--- config.mk ---
export PLATFORM = sky130hd
export DESIGN_NAME = cfla_ram
export DESIGN_NICKNAME = d
export VERILOG_FILES = /design/src/rtl/cfla_ram.sv
export SDC_FILE = /design/constraint.sdc
export NUM_CORES = 1
export LEC_CHECK = 0
export BUFFER_PORTS_ARGS = -buffer_cell sky130_fd_sc_hd__buf_2
export CAP_MARGIN = 15
export CORE_ASPECT_RATIO = 1.2
export CORE_MARGIN = 2
export CORE_UTILIZATION = 30
export CTS_CLUSTER_SIZE = 10
export DETAILED_ROUTE_END_ITERATION = 10
export SLEW_MARGIN = 0
export SYNTH_ARGS = -nofsm -noshare
export SYNTH_HDL_FRONTEND = slang
export SYNTH_SLANG_ARGS = --single-unit
--- constraint.sdc ---
create_clock -name clk -period 2.8 [get_ports clk]
set_input_delay 0.28 -clock clk [delete_from_list [all_inputs] [get_ports clk]]
set_output_delay 0.28 -clock clk [all_outputs]
set_load 0.02 [all_outputs]
--- src/rtl/cfla_ram.sv ---
module cfla_ram #(
    parameter int W     = 8,
    parameter int DEPTH = 16,
    localparam int AW   = (DEPTH > 1) ? $clog2(DEPTH) : 1
) (
    input  logic          clk,
    input  logic          we,
    input  logic [AW-1:0] waddr,
    input  logic [W-1:0]  wdata,
    input  logic          re,
    input  logic [AW-1:0] raddr,
    output logic [W-1:0]  rdata
);

    logic [W-1:0] mem [DEPTH];

    // Write port
    always_ff @(posedge clk)
    begin
        if (we)
        begin
            mem[waddr] <= wdata;
        end
    end

    // Registered read port, hold data between reads
    always_ff @(posedge clk)
    begin
        if (re)
        begin
            rdata <= mem[raddr];
        end
    end

endmodule

==> summary.md, run 1 <==
| Metric | Value |
|---|---|
| Routed wire per std cell | `20.0 microns` |
| Die area | `0.0185 sq mm` |
| Clock slew at reported path FFs | `0.06 ns` |
| Dominant synthesized flop cell | `edfxtp_1` |
| Asr flop ratio synth | `0` |
| Crit path DAT | `1.65 ns` |
| Finished layout cell area | `between 0.006 and 0.007 sq mm` |
| Crit path capture type | `register` |
| Detail Placement HPWL | `6320 microns` |
| TritonCTS Buffers | `17` |
| Worst-path cell chain | `mux4_2, a22oi_1, nand2_1` |
| First-pass GRT wire length | `15300 microns` |
| Fin. max-slew vios | `0` |
| DR pass1 iterations | `4` |
| Num rows | `52` |
| RSZ-0062 raised after global routing | `no` |
| # resized after CTS | `0` |
| R2r startpoint | `mem[3][6]$_DFFE_PP_` |
| Avg Vias per Cell | `4.82` |
| CTS tree | `done` |
| Power Total | `4.37 mW` |
| I/O pin cnt | `27` |
| Cts-stage hold buffer count | `0` |
| Top delay family on crit path | `multiplexers` |
| Clock root cell | `clkbuf_16` |
| Top cell type by total area after synthesis | `edfxtp_1` |
| Initial antenna violation count | `0` |
| PD cells | `714 mW/mm^2` |
| Buffers on Ports | `26` |
| R2R Setup Slk | `1.29 ns` |
| Status | `finished clean` |
| Worst Reg-to-Reg Cells | `3` |
| Post-synthesis cell count | `around 230` |
| Worst slew margin | `0.367` |
| CTS Sinks | `~140` |
| Yosys warning count | `0` |
| Via count | `2428` |
| Die Width | `125 microns` |
| Crit path depth | `3` |
| FMAX | `0.662 GHz` |
| Share of layout cells above drive strength 1 | `0.267` |
| Leak Pwr | `between 2 and 2.5 nW` |
| Worst Path Max Fanout | `1` |
| Pin count of the biggest net entering global routing | `33` |
| Post-Syn Nets | `248` |
| Dominant cells by area after synthesis | `edfxtp_1, mux4_2, mux4_1` |
| Placer congestion estimate | `0.723` |
| Syn Std Cell Area | `0.00523 sq mm` |
| Worst EP required | `2.94 ns` |
| #FFs+latches synth | `136` |
| Slowest cell on crit path | `mux4_2` |
| Vias in the first global route | `2524` |
| MaxCap Viol Count | `0` |
| CP max stage delay | `0.47 ns` |
| Reg2reg end | `rdata[6]$_DFFE_PP_` |
| Max Root-Sink Buffers | `2` |
| Distinct cells, synth | `18` |
| Syn-to-layout area delta | `17.2%` |
| Setup crit start | `mem[3][6]$_DFFE_PP_` |
| Hold Vio Cnt, Final | `0` |
| Cell Area, Placed | `0.00564 sq mm` |
| Worst-Skew Late Latency | `0.41 ns` |
| Crit Path Class | `reg2reg` |
| Crit share post-route | `0.540` |
| Clock skew | `0.00491 ns` |
| Initial Util | `0.308` |
| Sequential area share after synthesis | `0.781` |
| Area share of the largest cell type after synthesis | `0.781` |
| Avg Inst Size Synth | `22.8 sq um` |
| Total track usage | `0.115` |
| Core ar. | `0.0170 sq mm` |
| Minimum clock period | `1.51 ns` |
| GR Overflow Total | `0` |
| Final Core Density | `0.361` |
| Startpoint types | `register` |
| Peak VDD IR | `390 uV` |
| Fin Setup TNS | `0 ns` |
| N_diodes | `0` |
| Worst Tran Pin Value | `0.945 ns` |
| Final setup viols | `0` |
| Initial DRC count | `roughly 140` |
| Final #Nets | `295` |
| Post-DRT Antenna Nets | `0` |
| HP Class | `in2reg` |
| CP endpoint | `rdata[6]$_DFFE_PP_` |
| Worst Path Buf+Inv | `0` |
| Final wirelength | `between 10000 and 15000 microns` |
| Depth of the CTS H-tree | `4` |
| DRC Markers | `0` |
| Setup Fix Bufs, Post-CTS | `0` |
| Die Ht | `149 microns` |
| Post-synth EDFFs | `roughly 140` |
[through the flow]
step	worst slack [ns]	instances	hold WS [ns]
after floorplan	1.03	229	0.379
after global placement	0.886	473	0.653
after detailed placement	0.816	473	0.646
after CTS	1.26	504	0.207
after global routing	1.17	504	0.219
final	1.29	504	0.218
[cells in the mapped netlist, drive strengths merged, types with 2 or more instances]
| master | count |
|---|---|
| edfxtp | 136 |
| mux4 | 32 |
| a22oi | 16 |
| nor2 | 13 |
| nand2 | 9 |
| buf | 7 |
| nor3 | 4 |
| clkdlybuf4s25 | 3 |
| nand2b | 2 |
| nand3b | 2 |
[report_power, final]
| part | switching (mW) | total [mW] | internal (mW) |
|---|---|---|---|
| sequential | 0.00974 | 2.31 | 2.30 |
| clock | 0.746 | 1.85 | 1.11 |
| combinational | 0.132 | 0.217 | 0.0854 |
[registers in the layout (all words and copies together) (netlist names)]
signal and cells:
mem 128, rdata 8
[layer usage]
layer,GRT usage,part of all wire,vias up
met3,0.0327,0.052,16
met1,0.147,0.44,1255
met5,0,0,-
met4,0.0522,0.017,0
met2,0.183,0.49,80
li1,-,-,1077
[worst min-delay path by stage]
stage / start / end / slack (ns) / cells past startpoint
detailed placement: re / rdata[6]$_DFFE_PP_ / 0.65 / 1
floorplan: wdata[0] / mem[0][0]$_DFFE_PP_ / 0.38 / 0
CTS: re / rdata[4]$_DFFE_PP_ / 0.21 / 1
finish: re / rdata[0]$_DFFE_PP_ / 0.22 / 1
global route: re / rdata[4]$_DFFE_PP_ / 0.22 / 1
global placement: re / rdata[6]$_DFFE_PP_ / 0.65 / 1
[cell families after synthesis]
family	share of synthesized area
flip-flops	0.781
AND/OR/NAND/NOR	0.0314
multiplexers	0.148
AO/OA/AOI/OAI	0.0230
buffers and inverters	0.0165
[worst register-to-register path, stage by stage (launching register included)]
cell and delay, ns:
edfxtp_1 0.36, mux4_2 0.47, a22oi_1 0.26, nand2_1 0.15
[cells in the final DEF, fill, tap and decap left out]
| master | count |
|---|---|
| clkbuf_1 | 7 |
| nand3_1 | 1 |
| and2_1 | 1 |
| nand3b_1 | 2 |
| a22oi_1 | 16 |
| edfxtp_1 | 136 |
| clkinv_1 | 4 |
| and2b_1 | 1 |
| nand2b_1 | 2 |
| buf_12 | 1 |
| buf_4 | 11 |
| or3b_2 | 1 |
| mux4_2 | 18 |
| mux4_1 | 14 |
| nor2b_1 | 1 |
| clkinv_2 | 3 |
| nor3_1 | 4 |
| clkbuf_16 | 17 |
| buf_2 | 26 |
| nor2_1 | 13 |
| nand2_1 | 9 |
[area by class of cell]
cell class	instances	area, sq um
clock buffer	24	452
clock inverter	7	30.0
fill	1536	10900
multi-input combinational	83	1060
sequential	136	4080
tap	216	270
timing repair buffer	38	233
No activity file was read; power rests on OpenSTA's default activity.
==> run 2: changes to the inputs <==
- clock period: 2.8 -> 1.3 ns (I/O delays scaled with it)
==> run 2 against run 1 <==
Effect of this change:
- the flow now finishes with violations (setup timing)
- non-clock buffer count is 19 higher
- clock skew hardly changed
- sequential power up 120%
- final cell count up 3.2%
- total power rose by 120%
- critical endpoint is now rdata[2]$_DFFE_PP_
- routed wire length down 1.8%
- largest power group unchanged
- worst hold slack worse by 0.11 ns
==> summary.md, run 2 (synthesis gave the netlist of run 1 again) <==
| Metric | Value |
|---|---|
| CTS Sinks | `136` |
| Crit path capture type | `register` |
| PD cells | `1520 mW/mm^2` |
| Biggest register | `mem` |
| Die Ht | `149 microns` |
| Avg Vias per Cell | `4.64` |
| CP max stage delay | `around 0.47 ns` |
| Filler instances | `between 1500 and 2000` |
| MaxCap Viol Count | `0` |
| HP Class | `in2reg` |
| Failing checks | `setup timing` |
| I/O pin cnt | `27` |
| TritonCTS Buffers | `17` |
| Cell Area, Placed | `0.00578 sq mm` |
| Clock slew at reported path FFs | `0.05 ns` |
| Fin Setup TNS | `-0.633 ns` |
| Startpoint types | `register` |
| Final setup viols | `8` |
| Initial Util | `0.308` |
| Buffers on Ports | `26` |
| Core ar. | `0.0170 sq mm` |
| FMAX | `0.696 GHz` |
| Biggest regs | `mem: 128 flops, rdata: 8 flops` |
| Setup crit start | `mem[10][2]$_DFFE_PP_` |
| Slowest cell on crit path | `mux4_2` |
| Final #Nets | `314` |
| Worst Reg-to-Reg Cells | `3` |
| Fin. max-slew vios | `0` |
| CTS tree | `done` |
| Worst-path cell chain | `mux4_2, a22oi_2, nand2_1` |
| Die Width | `125 microns` |
| Placer congestion estimate | `0.721` |
| N_diodes | `0` |
| Worst Path Max Fanout | `1` |
| Finished layout cell area | `0.00631 sq mm` |
| DR pass1 iterations | `4` |
| CP endpoint | `rdata[2]$_DFFE_PP_` |
| Via count | `2411` |
| Reg2reg end | `rdata[2]$_DFFE_PP_` |
| R2R Setup Slk | `-0.14 ns` |
| Share of layout cells above drive strength 1 | `0.398` |
| Initial DRC count | `185` |
| Worst Tran Pin Value | `0.877 ns` |
| Status | `complete, but fails checks` |
| Max Root-Sink Buffers | `2` |
| Peak VDD IR | `approximately 1000 uV` |
| DRC Markers | `0` |
| Detail Placement HPWL | `6580 microns` |
| Cts-stage hold buffer count | `0` |
| Worst EP required | `1.44 ns` |
| Clock root cell | `clkbuf_16` |
| Crit share post-route | `1.10` |
| DP Worst Slack | `-0.468 ns` |
| Leak Pwr | `2.08 nW` |
| Die area | `0.0185 sq mm` |
| Minimum clock period | `1.44 ns` |
| Crit Path Class | `reg2reg` |
| Worst slew margin | `0.414` |
| Most common cell after layout, fill and taps aside | `edfxtp_1` |
| Routed wire per std cell | `19.0 microns` |
| Setup Fix Bufs, Post-CTS | `0` |
| Total track usage | `0.115` |
| GR Overflow Total | `0` |
| Num rows | `52` |
| Final wirelength | `9890 microns` |
| Pin count of the biggest net entering global routing | `17` |
| Initial antenna violation count | `0` |
| Hold Vio Cnt, Final | `0` |
| Clock skew | `0.00506 ns` |
| Crit path DAT | `~1.6 ns` |
| RSZ-0062 raised after global routing | `yes` |
| R2r startpoint | `mem[10][2]$_DFFE_PP_` |
| PnR worst setup slack | `-0.136 ns` |
| First-pass GRT wire length | `15300 microns` |
| Vias in the first global route | `around 2600` |
| Syn-to-layout area delta | `20.6%` |
| Max reg flops | `between 100 and 150` |
| Depth of the CTS H-tree | `4` |
| Worst-Skew Late Latency | `0.40 ns` |
| Power Total | `9.57 mW` |
| Most frequent cells in the layout | `edfxtp_1, mux4_2, buf_4` |
| Post-DRT Antenna Nets | `0` |
[run 2: cell types whose count changed in the layout (fill, tap and decap cells not counted), sizes merged]
| cell | before | now |
|---|---|---|
| clkbuf | 24 | 20 |
| bufinv | 0 | 1 |
| buf | 38 | 57 |
[run 2: stage by stage]
step | utilization | instances | hold WS (ns)
global placement | 0.340 | 492 | 0.519
finish | 0.371 | 520 | 0.105
floorplan | - | 229 | 0.229
detailed placement | 0.340 | 492 | 0.523
global route | 0.371 | 520 | 0.106
CTS | 0.371 | 520 | 0.0981
[run 2: cell type report]
cell class	instances	area (sq um)	area share
sequential	136	4080	0.648
multi-input combinational	83	1050	0.167
clock buffer	20	437	0.0692
timing repair buffer	57	400	0.0635
tap	216	270	0.0429
clock inverter	8	60.1	0.00952
[run 2: worst min-delay path by stage]
stage                        start              endpoint  slack, ns  depth (start not counted)
final                     wdata[3]  mem[11][3]$_DFFE_PP_       0.10                          1
after floorplan           wdata[0]   mem[0][0]$_DFFE_PP_       0.23                          0
after detailed placement  wdata[3]  mem[11][3]$_DFFE_PP_       0.52                          1
after global placement    wdata[6]  mem[14][6]$_DFFE_PP_       0.52                          1
after CTS                 wdata[3]  mem[11][3]$_DFFE_PP_        0.1                          1
after global routing      wdata[3]   mem[4][3]$_DFFE_PP_       0.11                          1
[run 2: critical path, delay by kind of cell (launching register included)]
| family | cells | cell delay (ns) |
|---|---|---|
| simple gates | 1 | 0.10 |
| mux | 1 | 0.47 |
| compound gates | 1 | 0.24 |
| flops | 1 | 0.36 |
[run 2: what timing repair did]
action | in CTS | in global routing
resized for setup | 6 | 2
setup endpoints to repair | 8 | 8
pin swaps | 3 | 1
[run 2: where the power goes]
| part | total (mW) | leakage [nW] | switching [mW] | internal, mW |
|---|---|---|---|---|
| Clock | 4.07 | 0.245 | 1.53 | 2.54 |
| Sequential | 4.97 | 1.24 | 0.0262 | 4.95 |
| Combinational | 0.522 | 0.594 | 0.291 | 0.231 |
[run 2: layer usage]
layer	GRT usage	wire length, microns
met1	0.146	4320
met2	0.186	5000
met3	0.0335	413
met4	0.0489	151
met5	0	0
